[config.mk]
export PLATFORM = sky130hd
export DESIGN_NAME = vt44_div_cell
export DESIGN_NICKNAME = d
export VERILOG_FILES = /design/src/rtl/vertex_transform_4x4_assert.svh /design/src/rtl/vt44_pkg.sv /design/src/rtl/vt44_div_cell.sv
export SDC_FILE = /design/constraint.sdc
export NUM_CORES = 1
export LEC_CHECK = 0
export ABC_AREA = 1
export BUFFER_PORTS_ARGS = -buffer_cell sky130_fd_sc_hd__buf_2
export CAP_MARGIN = 10
export CORE_AREA = 2 2 427 429
export DETAILED_ROUTE_END_ITERATION = 10
export DIE_AREA = 0 0 429 431
export PLACE_DENSITY = 0.4
export RECOVER_POWER = 50
export SKIP_CTS_REPAIR_TIMING = 1
export SLEW_MARGIN = 20
export SYNTH_ARGS = -nofsm -noshare
export SYNTH_HDL_FRONTEND = slang
export SYNTH_SLANG_ARGS = --single-unit
[constraint.sdc]
create_clock -name i_clk -period 3.6 [get_ports i_clk]
set_input_delay 0.72 -clock i_clk [delete_from_list [all_inputs] [get_ports i_clk]]
set_output_delay 0.72 -clock i_clk [all_outputs]
set_load 0.03 [all_outputs]
[src/rtl/vertex_transform_4x4_assert.svh]
`ifndef VERTEX_TRANSFORM_4X4_ASSERT_SVH
`define VERTEX_TRANSFORM_4X4_ASSERT_SVH

// Check that a condition holds in the same cycle as its trigger.
`define VT44_ASSERT_SAME(label, clk, rst_n, ante, cons) \
    label: assert property (@(posedge clk) disable iff (!rst_n) (ante) |-> (cons)) \
        else $error("vertex transform check failed");

// Check that a condition holds in the cycle after its trigger.
`define VT44_ASSERT_NEXT(label, clk, rst_n, ante, cons) \
    label: assert property (@(posedge clk) disable iff (!rst_n) (ante) |=> (cons)) \
        else $error("vertex transform check failed");

`endif

[src/rtl/vt44_pkg.sv]
package vt44_pkg;

    // Default number of fraction bits of the fixed point format.
    localparam int FRAC_BITS_DEF = 16;

    // Widths of the datapath, sized for the smallest supported fraction width.
    localparam int SUM_W = 68;  // exact sum of three products and the translation
    localparam int LIN_W = 61;  // rounded linear combination, signed
    localparam int MAG_W = 60;  // magnitude of a linear combination
    localparam int NUM_W = 68;  // dividend, magnitude shifted up by the fraction
    localparam int Q_W   = 33;  // quotient bits produced by the divider chain
    localparam int REM_W = 61;  // partial remainder

    localparam int NUM_REGS = 8;
    localparam int IDX_W    = 4;

    // Operation codes.
    typedef enum logic [1:0] {
        OP_AFFINE  = 2'd0,
        OP_PROJECT = 2'd1,
        OP_NORMAL  = 2'd2,
        OP_UNUSED  = 2'd3
    } t_op;

    // One divider lane: partial remainder, remaining dividend bits, quotient.
    typedef struct packed {
        logic [REM_W-1:0] rem;
        logic [Q_W-1:0]   nlow;
        logic [Q_W-1:0]   quo;
        logic             neg;
        logic             ovf;
    } t_lane;

    // Everything one item carries down the divider chain.
    typedef struct packed {
        logic              vld;
        logic              div;
        logic              zw;
        logic [MAG_W-1:0]  den;
        t_lane [2:0]       lane;
        logic [2:0][31:0]  res;
        logic              flt;
    } t_div;

endpackage

[src/rtl/vt44_div_cell.sv]
module vt44_div_cell (
    input  logic           i_clk,
    input  logic           i_rst_n,
    input  vt44_pkg::t_div i_d,
    output vt44_pkg::t_div o_d
);

    vt44_pkg::t_div n_d, r_d;
    logic [vt44_pkg::REM_W:0] w_try [3];

    // One restoring division step in each of the three lanes.
    always_comb begin
        n_d = i_d;
        for (int j = 0; j < 3; j++) begin
            w_try[j] = {i_d.lane[j].rem, i_d.lane[j].nlow[vt44_pkg::Q_W-1]};
            n_d.lane[j].nlow = {i_d.lane[j].nlow[vt44_pkg::Q_W-2:0], 1'b0};
            if (w_try[j] >= (vt44_pkg::REM_W+1)'(i_d.den)) begin
                n_d.lane[j].rem = vt44_pkg::REM_W'(w_try[j] - (vt44_pkg::REM_W+1)'(i_d.den));
                n_d.lane[j].quo = {i_d.lane[j].quo[vt44_pkg::Q_W-2:0], 1'b1};
            end else begin
                n_d.lane[j].rem = w_try[j][vt44_pkg::REM_W-1:0];
                n_d.lane[j].quo = {i_d.lane[j].quo[vt44_pkg::Q_W-2:0], 1'b0};
            end
        end
    end

    // Hand the item on to the next cell.
    always_ff @(posedge i_clk) begin
        if (!i_rst_n) begin
            r_d.vld <= 1'b0;
        end else begin
            r_d.vld <= n_d.vld;
        end
        r_d.div  <= n_d.div;
        r_d.zw   <= n_d.zw;
        r_d.den  <= n_d.den;
        r_d.lane <= n_d.lane;
        r_d.res  <= n_d.res;
        r_d.flt  <= n_d.flt;
    end

    assign o_d = r_d;

endmodule

==> results of run 1 <==
## kinds of logic after synthesis
group / after synthesis / share of synthesized area (%)
other cells: 1 / 0.0124
compound gates: 184 / 3.56
fa+ha+maj: 183 / 7.63
xor+xnor: 91 / 2.63
buf+inv: 1023 / 13.5
flops: 544 / 35.9
simple gates: 2733 / 36.7
## layer usage
layer	vias to the layer above	track usage (%)	part of all wire, %
met2	1220	47.5	52
met1	16100	25.8	36
met4	38	12.1	5.8
met3	355	5.36	5.4
met5	-	1.07	0.12
li1	17000	-	-
## worst max-delay path, stage by stage
cell	delay, ns
sky130_fd_sc_hd__clkbuf_1	0.59
sky130_fd_sc_hd__ha_1	0.27
sky130_fd_sc_hd__inv_1	0.08
sky130_fd_sc_hd__fa_1	0.39
sky130_fd_sc_hd__nand3_1	0.10
sky130_fd_sc_hd__nand3_2	0.16
sky130_fd_sc_hd__nand3_1	0.11
sky130_fd_sc_hd__nand3_1	0.15
sky130_fd_sc_hd__nand2_1	0.11
sky130_fd_sc_hd__nand3_1	0.26
sky130_fd_sc_hd__xnor2_1	0.58
sky130_fd_sc_hd__o21ai_1	0.10
## cell type report
cell class | instances | area (µm²)
flip-flops and latches | 544 | 10900
clock buffers | 97 | 2090
well taps | 2370 | 2970
fillers | 20800 | 137000
inverters | 981 | 3680
repair buffers | 1344 | 7570
clock inverters | 37 | 564
diodes | 33 | 82.6
multi-input cells | 3194 | 15300
## cell usage after synthesis (30+ instances only)
cell / count / area [µm²]
sky130_fd_sc_hd__inv_1: 970 / 3640
sky130_fd_sc_hd__a21oi_1: 97 / 485
sky130_fd_sc_hd__ha_1: 180 / 2250
sky130_fd_sc_hd__o21ai_2: 31 / 272
sky130_fd_sc_hd__o21ai_1: 32 / 160
sky130_fd_sc_hd__nand4_1: 48 / 300
sky130_fd_sc_hd__dfxtp_1: 544 / 10900
sky130_fd_sc_hd__nor2_1: 292 / 1100
sky130_fd_sc_hd__nand3_1: 233 / 1170
sky130_fd_sc_hd__nand3b_1: 32 / 240
sky130_fd_sc_hd__nand2_1: 2019 / 7580
sky130_fd_sc_hd__xnor2_1: 61 / 534
sky130_fd_sc_hd__xor2_1: 30 / 263
## per-stage QoR
stage / instances / hold WS [ns] / power, mW / worst slack, ns
after floorplan: 4761 / 0.748 / 10.8 / 0.958
after global placement: 8433 / 0.823 / 14.3 / 0.0165
after detailed placement: 8433 / 0.824 / 14.3 / 0.0200
after CTS: 8567 / 0.0280 / 22.7 / 0.770
after global routing: 8587 / 0.0521 / 23.1 / 0.316
final: 8600 / 0.102 / 22.2 / 0.510
## report_power, final
| part | internal, mW | leakage (nW) | switching (mW) |
|---|---|---|---|
| clock network | 4.81 | 1.28 | 3.38 |
| registers | 6.69 | 4.59 | 0.326 |
| logic | 1.97 | 18.3 | 5.02 |
| total | 13.5 | 24.2 | 8.73 |
## worst paths after layout
check / start / to / slack [ns] / cells past startpoint
setup / recovery: i_d[484] / o_d[322] / 0.51 / 12
hold / removal: i_d[105] / o_d[106] / 0.10 / 1
==> results.md, run 1 <==
- By startpoint and endpoint, the worst setup path is classified as input port to flip-flop.
- Measured along the x axis, the die boundary spans 429 µm.
- The gate count after technology mapping is 4759.
- The core occupancy in the finished layout is 24.0%.
- The register bit total from synthesis is 544.
- For the pin with the worst max-slew slack, the measured transition is 0.805 ns.
- The remaining global-route overflow is 0.
- The final RePlAce weighted congestion is 1.11.
- After routing the design area is 43200 µm².
- The post-synthesis async set-or-reset flop share is 0%.
- The floorplan has 156 rows.
- The post-route setup TNS is 0 ns.
- Sequential elements use 35.9% of the synthesized area.
- The instance area after placement is 40800 µm².
- Yosys printed 0 warnings.
- The initial core utilization is 16.8%.
- The count of pins on the block boundary is 1096.
- Entering global routing, the biggest net connects 50 pins.
- Clock-pin slew was measured on the worst setup and hold paths at 0.07 ns.
- The number of iterations in the first detailed-routing pass is 5.
- Compared with the post-synthesis result, the final layout area differs by 42.6%.
- The leakage power total is 24.2 nW.
- The most common cell after layout, fill and taps aside is sky130_fd_sc_hd__nand2_1.
- The data required time at the worst endpoint is 4.15 ns.
- In this run the clock root is driven by a sky130_fd_sc_hd__clkbuf_16.
- The clock passes through at most 3 buffers.
- The wire-length estimate of the detail-placed layout is 215000 µm.
- The run finished with clean final reports.
- The synthesized netlist occupies a cell area of 30300 µm².
- At the worst endpoint, the arrival time is 3.64 ns.
- Clock tree synthesis found a total of 544 sinks.
- The worst pin sits at a relative slew slack of 46.3%.
- In the routed layout, each cell is associated on average with a via count of 4.04.
- Counting flops with a built-in enable in the synthesized netlist gives 0.
- The fmax is 324 MHz.
- The detailed router placed 34700 vias in this run.
- The DRC violation count after routing is 0.
- The core region area is 180000 µm².
- The average instance in the mapped netlist occupies 6.37 µm².
- The initial antenna violation count came to 88.
- The most common flop cell mapped by yosys is sky130_fd_sc_hd__dfxtp_1.
- Once detail routing completed, the nets flagged for antenna violations numbered 0.
- TritonCTS built the clock tree.
- In the layout the commonest cells are 2019 x sky130_fd_sc_hd__nand2_1, 970 x sky130_fd_sc_hd__inv_1, 816 x sky130_fd_sc_hd__buf_2.
- The tightest min-delay check is of the input port to flip-flop type.
- The share of layout cells above drive strength 1 is 21.1%.
- Along the worst path, the maximum fanout reaches 5.
- The register with the most flip-flops in the layout has 544 of them.
- The first global-routing pass estimated 306000 µm of wire.
- The number of nets in the finished design is 6872.
- The final-report setup violation count is 0.
- The sort of element at the start of the critical path is an input port.
- The die covers 185000 µm².
- The final period utilization is 85.8%.
- The detail-routed net length per standard cell is 27.9 µm.
- The smallest clock period supported by the final layout is computed as 3.09 ns.
- The initial detailed-routing violation count is 2340.
- The number of max-slew violations in the final report is 0.
- The number of global-route vias before repair is 33600.
- The final hold violation count came to 0.
- The tool flagged a number of max-cap violations equal to 0.
- The count of different cell masters after synthesis is 37.
- The areal power density over the cells is 514 nW/µm².
- The number of CTS-inserted buffers is 75.
- The kind of capture point of the worst setup path is a flip-flop.
- The maximum VDD drop is 311 µV.
- The total global routing track utilization is 25.0%.
- The level count of the clock H-tree is 3.
- The final routed wirelength across all metal layers is 240000 µm.
- In this run the vertical extent of the chip is 431 µm.
- Setup repair after global routing left no endpoint under its margin.
- The total of buffers placed on input and output ports is 1089.
(Power assumes the default switching activity.)
==> inputs of run 2 (changes only) <==
RECOVER_POWER = unset   (was 50)
==> results.md, run 2 (synthesized netlist as in run 1, its figures left out) <==
- The floorplan row count was 156 (unchanged).
- The kind of capture point of the worst setup path is a flip-flop.
- The core region area is 180000 µm² (unchanged).
- The clock-pin slew on the worst setup and hold paths is 0.06 ns (about the same).
- The final routed wirelength across all metal layers is 240000 µm (+0.14%).
- The initial antenna violation count is 90 (+2.3%).
- The path with the worst hold slack has its endpoint at o_d[106].
- The worst hold path depth is 1 (unchanged).
- Leaving out fill and tap cells, the most frequent cell in the layout is sky130_fd_sc_hd__nand2_1.
- The met3 usage in global routing is 5.36% (unchanged).
- The path category of the worst min-delay check is input port to flip-flop.
- The critical-path maximum fanout was 16 (+11).
- The detail-routed net length per standard cell is 27.9 µm (about the same).
- The number of iterations in the first detailed-routing pass was 6 (+1).
- The share of layout cells above drive strength 1 was 25.5% (+4.4 points).
- The layout-stage area growth over the synthesis result is 43.7%.
- The DRC violation count after routing is 0 (unchanged).
- The maximum VDD drop came to 312 µV (+0.36%).
- The layer flagged by global routing as most heavily used is met2.
- The number of CTS-inserted buffers is 75 (unchanged).
- The leakage power total is 25.0 nW (+3.1%).
- The clock sink count came to 544 (unchanged).
- The run finished with clean final reports.
- The number of global-route vias before repair is 33600 (unchanged).
- The final-report setup violation count is 0 (unchanged).
- The fmax was 346 MHz (+6.9%).
- The overall die width came to 429 µm (unchanged).
- The total of buffers placed on input and output ports is 1089 (unchanged).
- In the layout the commonest cells are 2019 x sky130_fd_sc_hd__nand2_1, 1089 x sky130_fd_sc_hd__buf_2, 970 x sky130_fd_sc_hd__inv_1.
- The post-route setup TNS is 0 ns (unchanged).
- The total global routing track utilization is 25.0% (unchanged).
- The number of flip-flops under the largest register name is 544 (unchanged).
- The final hold violation count is 0 (unchanged).
- The post-placement worst setup slack is 0.0200 ns (unchanged).
- The tightest slew margin relative to the limit is 58.1% (+12 points).
- The startpoint of the worst hold path is i_d[105].
- The full die area is 185000 µm² (unchanged).
- The final RePlAce weighted congestion is 1.11 (unchanged).
- The clock tree from TritonCTS is yes.
- The initial detailed-routing violation count came to 2361 (+0.90%).
- The remaining global-route overflow was 0 (unchanged).
- The wire length of the first global-routing pass was 306000 µm (unchanged).
- The half-perimeter wire length after placement was 215000 µm (unchanged).
- The final period utilization is 80.3% (-5.6 points).
- The count of pins on the block boundary is 1096 (unchanged).
- The vertical extent of the die was 431 µm (unchanged).
- The maximum number of pins on one net before global-route repair is 50 (unchanged).
- By startpoint and endpoint, the worst setup path is classified as input port to flip-flop.
- The areal power density over the cells was 512 nW/µm² (-0.44%).
- The level count of the clock H-tree was 3 (unchanged).
- The routing usage on met2 is 47.5% (unchanged).
- The register area came to 10900 µm² (unchanged).
- The final worst slack came to 0.710 ns (+0.200 ns).
- Setup repair after global routing left no endpoint under its margin.
- The overall via count from detail_route is 34900 (+0.43%).
- The met1 track demand over resource in global routing is 25.8% (unchanged).
- The filler cell count in the final layout is 20700 (-0.65%).
- The maximum buffer depth of the clock tree is 3 (unchanged).
- The initial core utilization is 16.8% (unchanged).
- The final critical delay including setup and external delays was 2.89 ns (-0.200 ns).
- The residual antenna-violating net count after detailed routing is 0 (unchanged).
- The number of max-slew violations in the final report is 0 (unchanged).
- The data required time at the worst endpoint is 4.22 ns (+0.07 ns).
- The total of max-cap violations was 0 (unchanged).
- The slew at the pin with the worst max-slew slack is 0.627 ns (-0.178 ns).
- The ratio of routed vias to standard cells came to 4.05 (+0.37%).
- The clock root buffer is sky130_fd_sc_hd__clkbuf_16.
- The arrival time at the worst endpoint came to 3.51 ns (-0.13 ns).
- The sort of element at the start of the critical path is an input port.
- The number of nets in the finished design is 6872 (unchanged).
- The area taken by multi-input logic gates came to 15300 µm² (unchanged).
run 2: worst max-delay path, cell delays in order:
cell	delay (ns)
sky130_fd_sc_hd__buf_2	0.13
sky130_fd_sc_hd__inv_1	0.29
sky130_fd_sc_hd__buf_4	0.26
sky130_fd_sc_hd__ha_1	0.34
sky130_fd_sc_hd__nand2_1	0.14
sky130_fd_sc_hd__nor2_2	0.17
sky130_fd_sc_hd__nand2_1	0.09
sky130_fd_sc_hd__nor2_1	0.14
sky130_fd_sc_hd__nand2_1	0.08
sky130_fd_sc_hd__nor2_1	0.13
sky130_fd_sc_hd__nor2_1	0.06
sky130_fd_sc_hd__nand2_1	0.12
sky130_fd_sc_hd__inv_1	0.05
sky130_fd_sc_hd__nand2_1	0.10
sky130_fd_sc_hd__buf_12	0.19
sky130_fd_sc_hd__nand3_1	0.20
sky130_fd_sc_hd__buf_4	0.21
sky130_fd_sc_hd__nand2_1	0.05
run 2: power breakdown:
part	total, mW	switching [mW]	internal, mW
Sequential	7.00	0.318	6.69
Combinational	7.09	5.03	2.06
Clock	8.19	3.38	4.81
Total	22.3	8.72	13.6
run 2: layout make-up:
type,count,share of cell area (%)
clock buffers,97,4.80
clock inverters,37,1.30
repair buffers,1344,18.2
diodes,38,0.218
well taps,2370,6.81
multi-input cells,3194,35.2
flip-flops and latches,544,25.0
inverters,981,8.46
run 2: metal layers:
metal	share of wire, %	wire [µm]
met5	0.20	470
met2	52	126000
met1	36	87400
met4	5.6	13400
met3	5.4	13000
run 2: per-stage QoR:
stage / std cells / area (µm²) / power [mW] / hold WS, ns / util, %
finish: 8605 / 43600 / 22.3 / 0.103 / 24.2
CTS: 8567 / 43500 / 22.7 / 0.0280 / 24.1
global route: 8586 / 43500 / 23.2 / 0.0522 / 24.1
floorplan: 4761 / 30300 / 10.8 / 0.748 / -
global placement: 8433 / 40800 / 14.3 / 0.823 / 22.6
detailed placement: 8433 / 40800 / 14.3 / 0.824 / 22.6
run 2: worst max path at each step:
stage / from / end / cells past startpoint
6_report: i_d[519] / o_d[338] / 18
5_1_grt: i_d[492] / o_d[338] / 17
4_1_cts: i_d[519] / o_d[338] / 18
3_3_place_gp: i_d[519] / o_d[338] / 18
2_1_floorplan: i_d[164] / o_d[196] / 16
3_5_place_dp: i_d[519] / o_d[338] / 18
==> inputs of run 3 (changes only) <==
ABC_AREA = 0   (was 1)
CORE_AREA = 2 2 422 424   (was 2 2 427 429)
DIE_AREA = 0 0 424 426   (was 0 0 429 431)
PLACE_DENSITY = 0.36   (was 0.4)
clock period = 2.9 ns   (was 3.6 ns; I/O delays follow)
==> results.md, run 3 <==
- Among all flip-flop cells after synthesis, the most frequent one is sky130_fd_sc_hd__dfxtp_1.
- The start point of the critical path is i_d[164].
- The number of iterations in the first detailed-routing pass is 7 (+1).
- Setup repair after global routing could not meet its margin everywhere.
- The overall via count from detail_route is 29100 (-16%).
- The number of nets in the finished design is 5654 (-18%).
- The full die area was 181000 µm² (-2.3%).
- The half-perimeter wire length after placement was 167000 µm (-22%).
- For this run, the top clock speed supported by timing is 302 MHz.
- The floorplan row count came to 154 (-1.3%).
- The area fraction of the dominant cell type after synthesis came to 45.8% (+9.9 points).
- The total global routing track utilization is 19.9% (-5.1 points).
- The final-report setup violation count is 186 (+186).
- The final critical delay including setup and external delays is 3.31 ns.
- The initial antenna violation count is 104 (+16%).
- The vertical extent of the die was 426 µm (-1.2%).
- The filler cell count in the final layout is 19200 (-7.5%).
- The DRC violation count after routing is 0 (unchanged).
- The final period utilization is 114%.
- The count of non-filler cells in the finished layout came to 7360 (-14%).
- The areal power density over the cells is 607 nW/µm² (+19%).
- The critical path goes through buf_2, inv_1, ha_1, inv_1, fa_1, a21oi_2, o22ai_4, o21bai_4, a311o_1, a2111oi_4, buf_6, o21ai_4, and2_4, o311a_4, buf_8, a2111oi_4, xor2_1.
- The gate count after technology mapping came to 2610 (-45%).
- The residual antenna-violating net count after detailed routing was 0 (unchanged).
- The kind of cell adding the most delay to the critical path is compound AO/OA/AOI/OAI gates.
- The sequential share of the synthesized area is 45.8% (+9.9 points).
- The remaining global-route overflow is 0 (unchanged).
- The post-synthesis async set-or-reset flop share came to 0% (unchanged).
- Of all cell types, the one taking the most synthesized area is sky130_fd_sc_hd__dfxtp_1.
- The worst hold path begins at i_d[0].
- The detail-routed net length per standard cell is 27.0 µm (-3.3%).
- The number of warning messages in the yosys log is 0 (unchanged).
- The checks that failed: setup timing.
- The cell with the largest stage delay on the worst path is sky130_fd_sc_hd__a311o_1.
- The kind of capture point of the worst setup path is a flip-flop.
- The count of different cell masters after synthesis was 73 (+97%).
- The final hold violation count is 0 (unchanged).
- The maximum VDD drop is 357 µV (+14%).
- The post-placement worst setup slack is -1.57 ns (-1.59 ns).
- The initial core utilization came to 13.5% (-3.3 points).
- The clock tree from TritonCTS is yes.
- In the layout the commonest cells are 1076 x sky130_fd_sc_hd__buf_2, 819 x sky130_fd_sc_hd__buf_4, 544 x sky130_fd_sc_hd__dfxtp_1.
- The maximum number of pins on one net before global-route repair was 69 (+38%).
- The number of max-slew violations in the final report is 0 (unchanged).
- The hold path endpoint is o_d[0].
- The flow ran to the end, but the final reports show violations.
- The highest cell delay on the worst timing path is 0.44 ns (+0.10 ns).
- The number of global-route vias before repair is 27800 (-17%).
- The register bit total from synthesis is 544 (unchanged).
- The total of buffers placed on input and output ports is 1089 (unchanged).
- The overall die width is 424 µm (-1.2%).
- The clock root buffer is sky130_fd_sc_hd__clkbuf_16.
- The final routed wirelength across all metal layers is 198000 µm (-17%).
- The layout-stage area growth over the synthesis result is 103%.
- The share of layout cells above drive strength 1 came to 50.5% (+25 points).
- The average size of a mapped cell is 9.11 µm² (+43%).
- The level count of the clock H-tree is 3 (unchanged).
- The critical-path maximum fanout is 5 (-11).
- In the post-synthesis netlist, the biggest area contributors are sky130_fd_sc_hd__dfxtp_1 46%, sky130_fd_sc_hd__ha_1 9.5%, sky130_fd_sc_hd__o21ai_0 5.9%.
- The path category of the worst min-delay check is input port to flip-flop.
- Leaving out fill and tap cells, the most frequent cell in the layout is sky130_fd_sc_hd__buf_2.
- The critical path is of the input port to flip-flop type.
- The maximum buffer depth of the clock tree is 3 (unchanged).
- The netlist area before placement came to 23800 µm² (-22%).
- The worst hold path depth is 1 (unchanged).
- The initial detailed-routing violation count was 1250 (-47%).
- The core occupancy in the finished layout came to 27.4% (+3.3 points).
- The clock sink count is 544 (unchanged).
- The arrival time at the worst endpoint is 3.93 ns (+0.42 ns).
- The final worst slack is -0.414 ns (-1.12 ns).
- The tightest slew margin relative to the limit is 61.9% (+3.8 points).
- The hold slack is 0.0377 ns (-0.0655 ns).
- STA classifies the critical path startpoint as an input port.
- The number of placed instances, taps included is 6767 (-20%).
- The count of pins on the block boundary came to 1096 (unchanged).
- The core region area is 176000 µm² (-2.5%).
- The wire length of the first global-routing pass is 242000 µm (-21%).
- After synthesis, the most frequently instantiated cells are 544 x sky130_fd_sc_hd__dfxtp_1, 321 x sky130_fd_sc_hd__nand2_1, 278 x sky130_fd_sc_hd__o21ai_0, 208 x sky130_fd_sc_hd__a21oi_1, 180 x sky130_fd_sc_hd__ha_1.
- The clock-pin slew on the worst setup and hold paths came to 0.06 ns (about the same).
- The ratio of routed vias to standard cells is 3.96 (-2.3%).
- The number of flip-flops under the largest register name was 544 (unchanged).
- The total of max-cap violations was 0 (unchanged).
- The data required time at the worst endpoint was 3.52 ns (-0.70 ns).
- Yosys instantiated no cell more often than sky130_fd_sc_hd__dfxtp_1.
- The leakage power total came to 22.7 nW (-9.1%).
- The count of flip-flops with a built-in enable after synthesis is 0 (unchanged).
- The final RePlAce weighted congestion is 0.912 (-18%).
- The slew at the pin with the worst max-slew slack came to 0.565 ns (-0.0621 ns).
- The number of CTS-inserted buffers is 77 (+2.7%).
- The buffer and inverter count on the worst path is 5 (-1).
==> run 3: changes by cell type in the layout (fill, tap and decap cells not counted), sizes merged, moves of 30 or more <==
cell	change
nand2	-1725
inv	-892
buf	+641
dlygate4sd3	+329
nor2	-216
o21ai	+210
nand3	-199
a21o	+107
a21oi	+106
xor2	+52
o21a	+35
nand3b	-30
==> run 3: logic make-up after synthesis <==
kind of cell,Yosys count,share of synthesized area (%)
AO/OA/AOI/OAI,816,21.1
multiplexers,13,0.600
adder cells (fa/ha/maj),183,9.73
AND/OR/NAND/NOR,685,13.4
flip-flops,544,45.8
XOR/XNOR,162,5.97
other,1,0.0158
buffers and inverters,206,3.41
==> run 3: how the worst max path moves through the flow <==
stage                to  slack [ns]  cells after the start
3_5_place_dp   o_d[333]       -1.57                     17
6_report       o_d[225]       -0.41                     17
5_1_grt        o_d[225]       -0.50                     15
3_3_place_gp   o_d[352]       -1.63                     17
2_1_floorplan  o_d[166]       -0.61                     14
4_1_cts        o_d[351]       -0.81                     17
==> run 3: layout make-up <==
type / count / area [µm²] / area share, %
timing repair buffer: 2337 / 16800 / 34.9
multi-input combinational: 1862 / 14200 / 29.5
sequential: 544 / 10900 / 22.6
tap: 2340 / 2930 / 6.07
clock buffer: 103 / 2190 / 4.53
clock inverter: 39 / 591 / 1.22
inverter: 100 / 488 / 1.01
antenna: 35 / 87.6 / 0.182
==> run 3: where the power goes <==
group	internal [mW]	leakage (nW)	total (mW)	switching, mW
clock network	6.33	1.34	10.4	4.12
registers	8.35	4.59	8.75	0.400
logic	4.07	16.8	10.1	5.99
total	18.8	22.7	29.3	10.5
==> run 3: layer usage <==
metal  up-vias  global-route usage, %  share of wire, %  routed length [µm]
li1      14000                      -                 -                   -
met5         -                      0              0.16                 316
met4        46                   9.44               5.4               10600
met1     13900                   19.6                35               69900
met2       886                   38.7                55              108000
met3       314                   4.66               4.7                9350
==> run 3: through the flow <==
| stage | power, mW | TNS, ns | cell area [µm²] |
|---|---|---|---|
| 5_1_grt | 30.5 | -57.47 | 48200 |
| 3_3_place_gp | 17.7 | -246.66 | 38700 |
| 4_1_cts | 28.5 | -103.88 | 41500 |
| 3_5_place_dp | 17.7 | -246.39 | 38700 |
| 6_report | 29.3 | -47.05 | 48200 |
| 2_1_floorplan | 13.1 | -52.40 | 24500 |
